File: src/hw/rtl/nffa_pkg.sv
package nffa_pkg;

    // Defaults for the top-level parameters.
    localparam int ARENA_UNITS_DEF = 4096;
    localparam int UNIT_BYTES_DEF  = 16;

    // Fixed field widths of the command and result ports.
    localparam int ADDR_BITS = 12;
    localparam int BYTE_BITS = 16;

    // Dividend of the unit rounding: request bytes plus (unit size - 1).
    localparam int DIV_BITS  = BYTE_BITS + 1;
    // Units needed, including the header unit.
    localparam int NEED_BITS = DIV_BITS + 1;

    typedef enum logic {
        OP_ALLOC = 1'b0,
        OP_FREE  = 1'b1
    } t_opcode;

    typedef enum logic [3:0] {
        S_CLR,
        S_IDLE,
        S_DIV,
        S_A_PREV,
        S_A_CUR,
        S_A_CARVE,
        S_F_BP,
        S_F_WALK,
        S_F_Q,
        S_F_P
    } t_state;

endpackage

File: src/hw/rtl/nffa_div.sv
module nffa_div #(
    parameter int UNIT_BYTES = 16
) (
    input  logic                          i_clk,
    input  logic                          i_rst_n,
    input  logic                          i_start,
    input  logic [nffa_pkg::BYTE_BITS-1:0] i_bytes,
    output logic                          o_done,
    output logic [nffa_pkg::NEED_BITS-1:0] o_need
);
    import nffa_pkg::*;

    localparam int LW = $clog2(UNIT_BYTES);
    localparam int SH = DIV_BITS + LW;
    localparam int MW = DIV_BITS + 2;
    localparam int PW = DIV_BITS + MW;
    localparam logic [MW-1:0] RECIP =
        MW'(((64'd1 << SH) + 64'(UNIT_BYTES) - 64'd1) / 64'(UNIT_BYTES));

    // Rounding to whole units by a reciprocal multiply. With the shift set to
    // the dividend width plus the bits of the unit size, the quotient is exact
    // for every dividend that fits in DIV_BITS.
    logic [DIV_BITS-1:0]  dividend;
    logic [PW-1:0]        product;
    logic [NEED_BITS-1:0] r_need;
    logic                 r_done;

    assign dividend = DIV_BITS'(i_bytes) + DIV_BITS'(UNIT_BYTES - 1);
    assign product  = PW'(dividend) * PW'(RECIP);

    always_ff @(posedge i_clk) begin
        if (!i_rst_n) begin
            r_done <= 1'b0;
        end else begin
            r_done <= i_start;
        end
    end

    always_ff @(posedge i_clk) begin
        if (i_start) begin
            r_need <= NEED_BITS'(product[PW-1:SH]) + NEED_BITS'(1);
        end
    end

    assign o_done = r_done;
    assign o_need = r_need;

endmodule

File: config.mk
export PLATFORM = sky130hd
export DESIGN_NAME = nffa_div
export DESIGN_NICKNAME = d
export VERILOG_FILES = /design/src/hw/rtl/nffa_pkg.sv /design/src/hw/rtl/nffa_div.sv
export SDC_FILE = /design/constraint.sdc
export NUM_CORES = 1
export LEC_CHECK = 0
export BUFFER_PORTS_ARGS = -buffer_cell sky130_fd_sc_hd__buf_2
export CAP_MARGIN = 20
export CORE_ASPECT_RATIO = 0.9
export CORE_MARGIN = 2
export CORE_UTILIZATION = 50
export DETAILED_ROUTE_END_ITERATION = 16
export GPL_TIMING_DRIVEN = 0
export PLACE_DENSITY = 0.89
export SETUP_SLACK_MARGIN = 0.02
export SLEW_MARGIN = 0
export SYNTH_ARGS = -nofsm -noshare
export SYNTH_HDL_FRONTEND = slang
export SYNTH_SLANG_ARGS = --single-unit
File: constraint.sdc
create_clock -name i_clk -period 4.8 [get_ports i_clk]
set_clock_uncertainty 0.15 [all_clocks]
set_input_delay 0.48 -clock i_clk [delete_from_list [all_inputs] [get_ports i_clk]]
set_output_delay 0.48 -clock i_clk [all_outputs]
set_load 0.01 [all_outputs]
## Word-level counts from Yosys, hierarchy flattened

Cells that the tools add are included.

| cells by class | value |
|---|---|
| add/subtract/negate cells | 2 |

Operators by type and width:

| kind | number |
|---|---|
| 16-bit by 4-bit adder with 17-bit output (second input constant) | 1 |
| 13-bit by 1-bit adder with 14-bit output (second input constant) | 1 |

| storage, ports and cells | value |
|---|---|
| bits in registers | 19 |

## Logic depth before layout (Yosys ltp)

Gate-level depths: netlist of run 1.

| logic depth | value |
|---|---|
| word-level depth | 2 |
| mapped depth | 8 |
| gate-level depth less buffers | 8 |

## Worst setup path before layout of run 1

Ideal clock, no wire load.

| path | value |
|---|---|
| kind | input-to-reg |
| start point | input port i_bytes[2] in the netlist's numbering |
| end point | register r_need[8], in the netlist o_need[8] (data pin) |
| library setup time | 0.162 ns |
| arrival time | 2.105 ns |
| data required time | 4.488 ns |
| setup slack | 2.383 ns |
| stages on the path | 8 |
| buffers on the path | 0 |
| path through | or4_1 > nor2_1 > nor2_1 > ha_1 > o2111ai_1 > o21ai_2 > a211o_2 > o2111ai_1 |

| on the way | value |
|---|---|
| word-level cells in the longest chain between the ends | 2 |

Ends and longest elaborated chain:

| element | RTL line | RTL |
|---|---|---|
| start: declaration | nffa_div.sv:7 | `input logic [nffa_pkg::BYTE_BITS-1:0] i_bytes,` |
| 16-bit by 4-bit adder with 17-bit output | nffa_div.sv:28 | `assign dividend = DIV_BITS'(i_bytes) + DIV_BITS'(UNIT_BYTES - 1);` |
| 13-bit by 1-bit adder with 14-bit output | nffa_div.sv:41 | `r_need <= NEED_BITS'(product[PW-1:SH]) + NEED_BITS'(1);` |
| end signal: assignment | nffa_div.sv:41 |  |
| end: declaration | nffa_div.sv:25 | `logic [NEED_BITS-1:0] r_need;` |

Every way passes these cells.
A chain may end at the register's enable or synchronous reset.

## Worst setup path after layout of run 1

Ends and elaborated chain as after synthesis.

==> metrics.yaml, run 1 <==
finish:
  fin_util_pct: 66.7
  diodes: 0
  fin_nets: 140
  instances_no_fill: 143
  nFillCells: 147
  final_cell_mix: "32 x buf_2, 14 x edfxtp_1, 10 x xnor2_1"
  final_design_area_no_fill_um2: 1120
  layout-drive-gt1-share_pct: 39.5
  mostFrequentLayoutCell: "buf_2"
  area_growth_pct: 26.0
clock_tree:
  cts_buffer_depth: 2
  cts_sinks: 15
  holdBufCountCts: 0
  clk_pin_slew_worst_paths_ns: 0.08
  clockRootBuffer: "clkbuf_4"
  cts_buffers: 3
  htreeDepth: 1
  cts_tree: "yes"
  post_cts_buffers: 0
  cts_resized: 0
critical_path:
  cp_max_fo: 5
  crit_arrival_ns: 2.42
  crit_family: "simple AND/OR/NAND/NOR gates"
  start_kind: "input pin"
  cpPeakStageDelay_ns: 0.51
  slowest_stage: "or4_1"
  required_ns: 4.76
  crit_buf_inv: 1
  worst_setup_path_end_kind: "flop"
  crit_chain: "buf_2 > or4_1 > nor2_1 > nor2_1 > ha_1 > o2111ai_1 > o21ai_2 > a211o_2 > o2111ai_1"
  worstSetupPathType: "input pin to flop"
status:
  outcome: "completed"
routing:
  first_pass_iters: 4
  drc: 0
  ant_nets: 0
  wl_per_cell_um: 12.3
  viasPerCell: 5.10
  routed_wl_um: 1760
  vias: 730
  drt_iter0_markers: 3
die:
  die_area_um2: 2130
  fp.dieW_um: 48.5
  ios: 38
  start_util_pct: 52.9
  placementRows: 14
  die_h_um: 44.0
  core_um2: 1680
power:
  power-per-cell-area_nw_per_um2: 258
  ir_drop_v: 0.000130
  power.leakage_uw: 0.000477
  total_power_uw: 289
synth:
  syn-cell-area_um2: 890
  yosysWarningCount: 0
  synth_cells: 79
  synth.avg_cell_area_um2: 11.3
  seq_area_frac_synth_pct: 49.5
  ys_ff_latch: 15
  ys_types: 26
global_route:
  track_usage_pct: 18.0
  grt_overflow: 0
  antenna_found_initial: 0
  grt_start_max_net_pins: 16
  grt_pass1_wl_um: 2910
  grt_pass1_vias: 695
place:
  hpwl_um: 1510
  post_dp_cell_area_um2: 1090
  io_buffers: 32
  placedCellCount: 139
  gp_congestion: 0.813
timing:
  hold_violations: 0
  maxSlewViolCount: 0
  fin_tns_setup_ns: 0
  finalCritPeriodShare_pct: 51.4
  setup_viol: 0
  slew_headroom_pct: 66.5
  final.min_clock_period_ns: 2.47
  max_freq_mhz: 405
  rsz0062_at_grt: "no"
  worstMarginPinSlew_ns: 0.498
job:
  maxCapViolations: 0
hold_path:
  hp-class: "input pin to flop"
==> registers in the layout, indices dropped and copies added, names as in the netlist <==
register  count
o_need       14
o_done        1
==> worst paths after layout <==
kind | from | endpoint | slack [ns] | cells after the start
setup / recovery | i_bytes[2] | o_need[8] | 2.33 | 9
hold / removal | i_rst_n | o_done | 0.28 | 2
==> synth_stat cells, drive strengths merged <==
cell | number | area share [%]
inv | 3 | 1.3
or4 | 2 | 2.1
nor2 | 6 | 2.5
and2 | 1 | 0.70
nand4b | 1 | 1.7
nand3 | 7 | 4.5
nand2 | 9 | 3.8
nor3 | 2 | 1.1
o2111ai | 2 | 2.0
nand3b | 1 | 0.84
dfxtp | 1 | 2.3
conb | 1 | 0.42
o211ai | 1 | 0.84
o41ai | 1 | 3.1
buf | 5 | 4.2
edfxtp | 14 | 47
ha | 1 | 1.4
a21oi | 2 | 1.1
a211o | 1 | 1.1
o41a | 1 | 1.3
xnor2 | 10 | 9.8
nor2b | 1 | 0.70
o21ai | 2 | 2.0
xor2 | 4 | 3.9
==> cell families (layout without fill, tap and decap cells) <==
group | Yosys count | count (layout) | share of synthesized area, %
AND/OR/NAND/NOR | 30 | 30 | 18.0
flip-flops | 15 | 15 | 49.5
XOR/XNOR | 14 | 14 | 13.8
AO/OA/AOI/OAI | 10 | 10 | 11.4
buffers and inverters | 8 | 44 | 5.49
adder cells (fa/ha/maj) | 1 | 1 | 1.41
other | 1 | 5 | 0.422
==> report_power, final <==
group          internal (uW)  switching [uW]  total, uW
registers                157            2.66        160
clock network           32.2            34.5       66.7
logic                   27.4            35.8       63.1
==> area by class of cell <==
type	count	area, um2	area share, %
Buffer	5	37.5	3.35
Multi-Input combinational cell	60	415	37.1
Tap cell	24	30.0	2.68
Sequential cell	15	440	39.3
Inverter	3	11.3	1.00
Clock buffer	4	26.3	2.34
Timing Repair Buffer	32	160	14.3
==> layer usage <==
layer,global-route usage [%],share of wire (%),wire [um]
met5,0,0,0
met3,2.70,5.8,103
met1,20.1,37,659
met4,9.71,1.5,27
met2,34.2,55,971
==> through the flow <==
step | setup WS [ns] | hold slack [ns]
floorplan | 2.38 | 0.442
global placement | 2.10 | 0.539
detailed placement | 2.06 | 0.573
CTS | 2.34 | 0.290
global route | 2.19 | 0.292
finish | 2.33 | 0.283
No activity file was read; power rests on OpenSTA's default activity.
==> run 2: changes to the inputs <==
--- a/config.mk
+++ b/config.mk
@@ -5,6 +5,7 @@
 export SDC_FILE = /design/constraint.sdc
 export NUM_CORES = 1
 export LEC_CHECK = 0
+export ABC_AREA = 1
 export BUFFER_PORTS_ARGS = -buffer_cell sky130_fd_sc_hd__buf_2
 export CAP_MARGIN = 20
 export CORE_ASPECT_RATIO = 0.9
@@ -12,7 +13,7 @@
 export CORE_UTILIZATION = 50
 export DETAILED_ROUTE_END_ITERATION = 16
 export GPL_TIMING_DRIVEN = 0
-export PLACE_DENSITY = 0.89
+export PLACE_DENSITY = 0.85
 export SETUP_SLACK_MARGIN = 0.02
 export SLEW_MARGIN = 0
 export SYNTH_ARGS = -nofsm -noshare
==> constraint.sdc (replaced) <==
create_clock -name i_clk -period 2.3 [get_ports i_clk]
set_clock_uncertainty 0.15 [all_clocks]
set_input_delay 0.23 -clock i_clk [delete_from_list [all_inputs] [get_ports i_clk]]
set_output_delay 0.23 -clock i_clk [all_outputs]
set_load 0.01 [all_outputs]
==> metrics.yaml, run 2 <==
finish:
  final_design_area_no_fill_um2: 1400
  layout-drive-gt1-share_pct: 31.9
  area_growth_pct: 20.6
  mostFrequentLayoutCell: "nand2_1"
  nFillCells: 201
  largest_reg_flops: 14
  final_cell_mix: "45 x nand2_1, 33 x buf_2, 20 x inv_1"
  diodes: 0
  seq_area_um2: 440
  multiInputGateArea_um2: 618
  fin_nets: 209
timing:
  setup_viol: 0
  finalCritPeriodShare_pct: 86.0
  hold_violations: 0
  rsz0062_at_grt: "no"
  max_freq_mhz: 505
  final.min_clock_period_ns: 1.98
  fin_tns_setup_ns: 0
  maxSlewViolCount: 0
global_route:
  grt_start_max_net_pins: 16
  track_usage_pct: 17.1
  grt_overflow: 0
  grt_pass1_wl_um: 3480
  grt_pass1_vias: 885
  antenna_found_initial: 0
critical_path:
  required_ns: 2.18
  crit_arrival_ns: 1.86
  critical_path.startpoint: "i_bytes[0]"
  cp_max_fo: 10
  start_kind: "input pin"
  worst_setup_path_end_kind: "flop"
  worstSetupPathType: "input pin to flop"
synth:
  ys.flop_type: "edfxtp_1"
  ys_ff_latch: 15
  postSynth.asyncResetShare_pct: 0
  synth_common_cells: "45 x nand2_1, 20 x inv_1, 14 x edfxtp_1"
  synth.top_cell.area_share_pct: 36.1
  yosysWarningCount: 0
  yosysMostFrequentCell: "nand2_1"
  ys_types: 26
  synth_top_cells_by_area: "edfxtp_1 36%, nand2_1 15%, inv_1 6.5%"
  seq_area_frac_synth_pct: 37.8
  syn-cell-area_um2: 1160
  synth_edf_count: 14
  synth_cells: 147
  yosysTopAreaCell: "edfxtp_1"
  synth.avg_cell_area_um2: 7.92
die:
  ios: 38
  placementRows: 16
  die_h_um: 49.8
  core_um2: 2180
  die_area_um2: 2730
  start_util_pct: 53.3
  fp.dieW_um: 54.9
clock_tree:
  cts_resized: 0
  holdBufCountCts: 0
  cts_buffers: 3
  clockRootBuffer: "clkbuf_4"
  cts_tree: "yes"
  clk_pin_slew_worst_paths_ns: 0.08
  cts_sinks: 15
  htreeDepth: 1
  post_cts_buffers: 0
  cts_buffer_depth: 2
routing:
  drc: 0
  wl_per_cell_um: 9.97
  routed_wl_um: 2140
  first_pass_iters: 4
  ant_nets: 0
  drt_iter0_markers: 29
  vias: 1033
  viasPerCell: 4.80
place:
  hpwl_um: 1810
  post_dp_cell_area_um2: 1380
  gp_congestion: 0.854
  io_buffers: 33
hold_path:
  hold_start: "i_rst_n"
  hp-class: "input pin to flop"
status:
  outcome: "completed"
power:
  power.leakage_uw: 0.000715
  ir_drop_v: 0.000324
  power-per-cell-area_nw_per_um2: 450
job:
  maxCapViolations: 0
==> run 2: stage by stage <==
stage                     setup WS [ns]  instances  util [%]  hold WS, ns  power, uW
final                             0.321        215      64.3      0.00991        631
after global routing              0.159        215      64.3       0.0246        666
after CTS                         0.338        215      64.3       0.0105        634
after detailed placement         0.0547        211      63.1        0.283        497
after global placement           0.0903        211      63.1        0.259        492
after floorplan                   0.356        151         -        0.173        436
==> run 2: cell type report <==
| cell class | instances | area share [%] |
|---|---|---|
| tap | 27 | 2.41 |
| multi-input combinational | 110 | 44.0 |
| buffer | 5 | 2.94 |
| inverter | 21 | 5.61 |
| timing repair buffer | 33 | 11.8 |
| clock buffer | 4 | 1.87 |
| sequential | 15 | 31.4 |
==> run 2: path summary, 6_finish.rpt <==
| kind | to | slack [ns] | depth (start not counted) |
|---|---|---|---|
| hold / removal | o_done | 0.01 | 3 |
| setup / recovery | o_need[10] | 0.32 | 15 |
==> run 2: routing by layer <==
layer,wire (um),GRT usage (%)
met5,0,0
met4,39,8.33
met3,166,1.21
met2,1030,27.6
met1,904,22.4
==> run 2: cell families (layout without fill, tap and decap cells) <==
logic type | count (synthesis) | after routing | synth area share, %
XOR/XNOR | 9 | 9 | 6.77
AO/OA/AOI/OAI | 2 | 2 | 0.860
AND/OR/NAND/NOR | 93 | 93 | 42.8
flip-flops | 15 | 15 | 37.8
adder cells (fa/ha/maj) | 1 | 1 | 1.08
other | 1 | 5 | 0.322
buffers and inverters | 26 | 63 | 10.3
==> run 2: where the power goes <==
part / switching (uW) / internal [uW] / total (uW)
clock network: 74.4 / 66.9 / 141
registers: 4.64 / 327 / 332
logic: 97.8 / 60.6 / 158
total: 177 / 454 / 631
==> run 2: critical path, cell delays in order <==
cell	delay, ns
buf_2	0.10
nor2_1	0.09
nand2_1	0.09
buf_6	0.16
nand2_1	0.15
nand2_1	0.13
inv_1	0.07
ha_1	0.13
inv_1	0.07
nor3_4	0.22
nand2_2	0.12
nor2_4	0.13
nand2_1	0.07
nand2_1	0.06
nand2_1	0.04
==> run 3: changes to the inputs <==
--- a/config.mk
+++ b/config.mk
@@ -8,12 +8,15 @@
 export ABC_AREA = 1
 export BUFFER_PORTS_ARGS = -buffer_cell sky130_fd_sc_hd__buf_2
 export CAP_MARGIN = 20
+export CELL_PAD_IN_SITES_DETAIL_PLACEMENT = 1
+export CELL_PAD_IN_SITES_GLOBAL_PLACEMENT = 1
 export CORE_ASPECT_RATIO = 0.9
 export CORE_MARGIN = 2
-export CORE_UTILIZATION = 50
+export CORE_UTILIZATION = 36
 export DETAILED_ROUTE_END_ITERATION = 16
 export GPL_TIMING_DRIVEN = 0
 export PLACE_DENSITY = 0.85
+export RECOVER_POWER = 25
 export SETUP_SLACK_MARGIN = 0.02
 export SLEW_MARGIN = 0
 export SYNTH_ARGS = -nofsm -noshare
==> metrics.yaml, run 3 (synthesis results as in run 2) <==
timing:
  worstMarginPinSlew_ns: 0.779
  final.min_clock_period_ns: 1.97
  worst_slack_ns: 0.332
  maxSlewViolCount: 0
  max_freq_mhz: 508
  rsz0062_at_grt: "no"
  finalCritPeriodShare_pct: 85.5
  setup_viol: 0
  slew_headroom_pct: 48.1
  fin_tns_setup_ns: 0
  hold_violations: 0
clock_tree:
  cts_tree: "yes"
  clk_pin_slew_worst_paths_ns: 0.08
  cts_sinks: 15
  htreeDepth: 1
  cts_buffers: 3
  cts_buffer_depth: 2
  cts_resized: 0
  clockRootBuffer: "clkbuf_4"
die:
  die_area_um2: 3700
  core_um2: 3070
  fp.dieW_um: 63.9
  die_h_um: 57.9
  ios: 38
  placementRows: 19
  start_util_pct: 37.9
global_route:
  track_usage_pct: 15.1
  grt_start_max_net_pins: 16
  grt_pass1_wl_um: 4350
  grt_pass1_vias: 1043
  antenna_found_initial: 0
  grt_overflow: 0
power:
  ir_drop_v: 0.000145
  power-per-cell-area_nw_per_um2: 446
  switchingPower_uw: 182
  p_comb_share_pct: 25.4
  swShare_pct: 28.6
  cellInternalPower_uw: 456
  seqPwrFrac_pct: 52.1
  power.leakage_uw: 0.000717
  clkPwrFrac_pct: 22.5
routing:
  vias: 1048
  ant_nets: 0
  routed_wl_um: 2650
  drc: 0
  drt_iter0_markers: 15
  viasPerCell: 4.54
  first_pass_iters: 4
  wl_per_cell_um: 11.5
finish:
  diodes: 0
  final_cell_mix: "45 x nand2_1, 32 x buf_2, 20 x inv_1"
  instances_no_fill: 231
  seq_area_um2: 440
  largest_reg_flops: 14
  area_growth_pct: 23.0
  mostFrequentLayoutCell: "nand2_1"
  fin_nets: 210
  multiInputGateArea_um2: 618
  nFillCells: 397
  layout-drive-gt1-share_pct: 31.2
critical_path:
  worst_setup_path_end_kind: "flop"
  crit_arrival_ns: 1.86
  cp_max_fo: 10
  worstSetupPathType: "input pin to flop"
  required_ns: 2.19
  start_kind: "input pin"
status:
  outcome: "completed"
place:
  place_ws_ns: 0.0128
  io_buffers: 33
  hpwl_um: 2280
  gp_congestion: 0.813
  placedCellCount: 226
hold_path:
  hp-class: "input pin to flop"
  hold_depth: 3
job:
  maxCapViolations: 0
run 3: final timing paths:
check             slack, ns         end   startpoint
setup / recovery       0.33  o_need[10]   i_bytes[0]
hold / removal         0.17  o_need[12]  i_bytes[15]
run 3: per-stage QoR:
step | cell area [um2] | utilization (%) | hold WS (ns) | total power, uW
4_1_cts | 1430 | 46.7 | 0.167 | 643
3_3_place_gp | 1400 | 45.5 | 0.264 | 493
6_report | 1430 | 46.7 | 0.170 | 638
5_1_grt | 1430 | 46.7 | 0.184 | 672
3_5_place_dp | 1400 | 45.5 | 0.274 | 502
2_1_floorplan | 1180 | - | 0.173 | 436
run 3: area by class of cell:
cell class | count | area share [%]
multi-input combinational | 110 | 43.2
sequential | 15 | 30.8
timing repair buffer | 34 | 12.2
inverter | 21 | 5.51
tap | 42 | 3.67
buffer | 5 | 2.88
clock buffer | 4 | 1.84
run 3: critical path, stage by stage:
cell	delay, ns
buf_2	0.10
nor2_1	0.09
nand2_1	0.09
buf_6	0.16
nand2_1	0.14
nand2_1	0.13
inv_1	0.07
ha_1	0.13
inv_1	0.07
nor3_4	0.20
nand2_2	0.11
nor2_4	0.14
nand2_1	0.07
nand2_1	0.07
nand2_1	0.05
run 3: repair_timing:
item / in CTS / in global routing
hold buffers: 1 / 0
setup buffers: 0 / 0
hold endpoints to repair: 1 / 0
run 3: power by group through the flow:
stage	Combinational (uW)	Sequential (uW)	Clock, uW
final	162	332	144
after global routing	179	335	158
after CTS	165	333	146
after detailed placement	163	339	0
after global placement	156	337	0
after floorplan	81.9	354	0
run 3: routing by layer:
| metal | track usage, % | share of wire (%) | vias up |
|---|---|---|---|
| li1 | - | - | 540 |
| met1 | 17.8 | 44 | 476 |
| met2 | 27.1 | 51 | 28 |
| met3 | 1.75 | 3.5 | 4 |
| met4 | 7.76 | 1.5 | 0 |
| met5 | 0 | 0 | - |
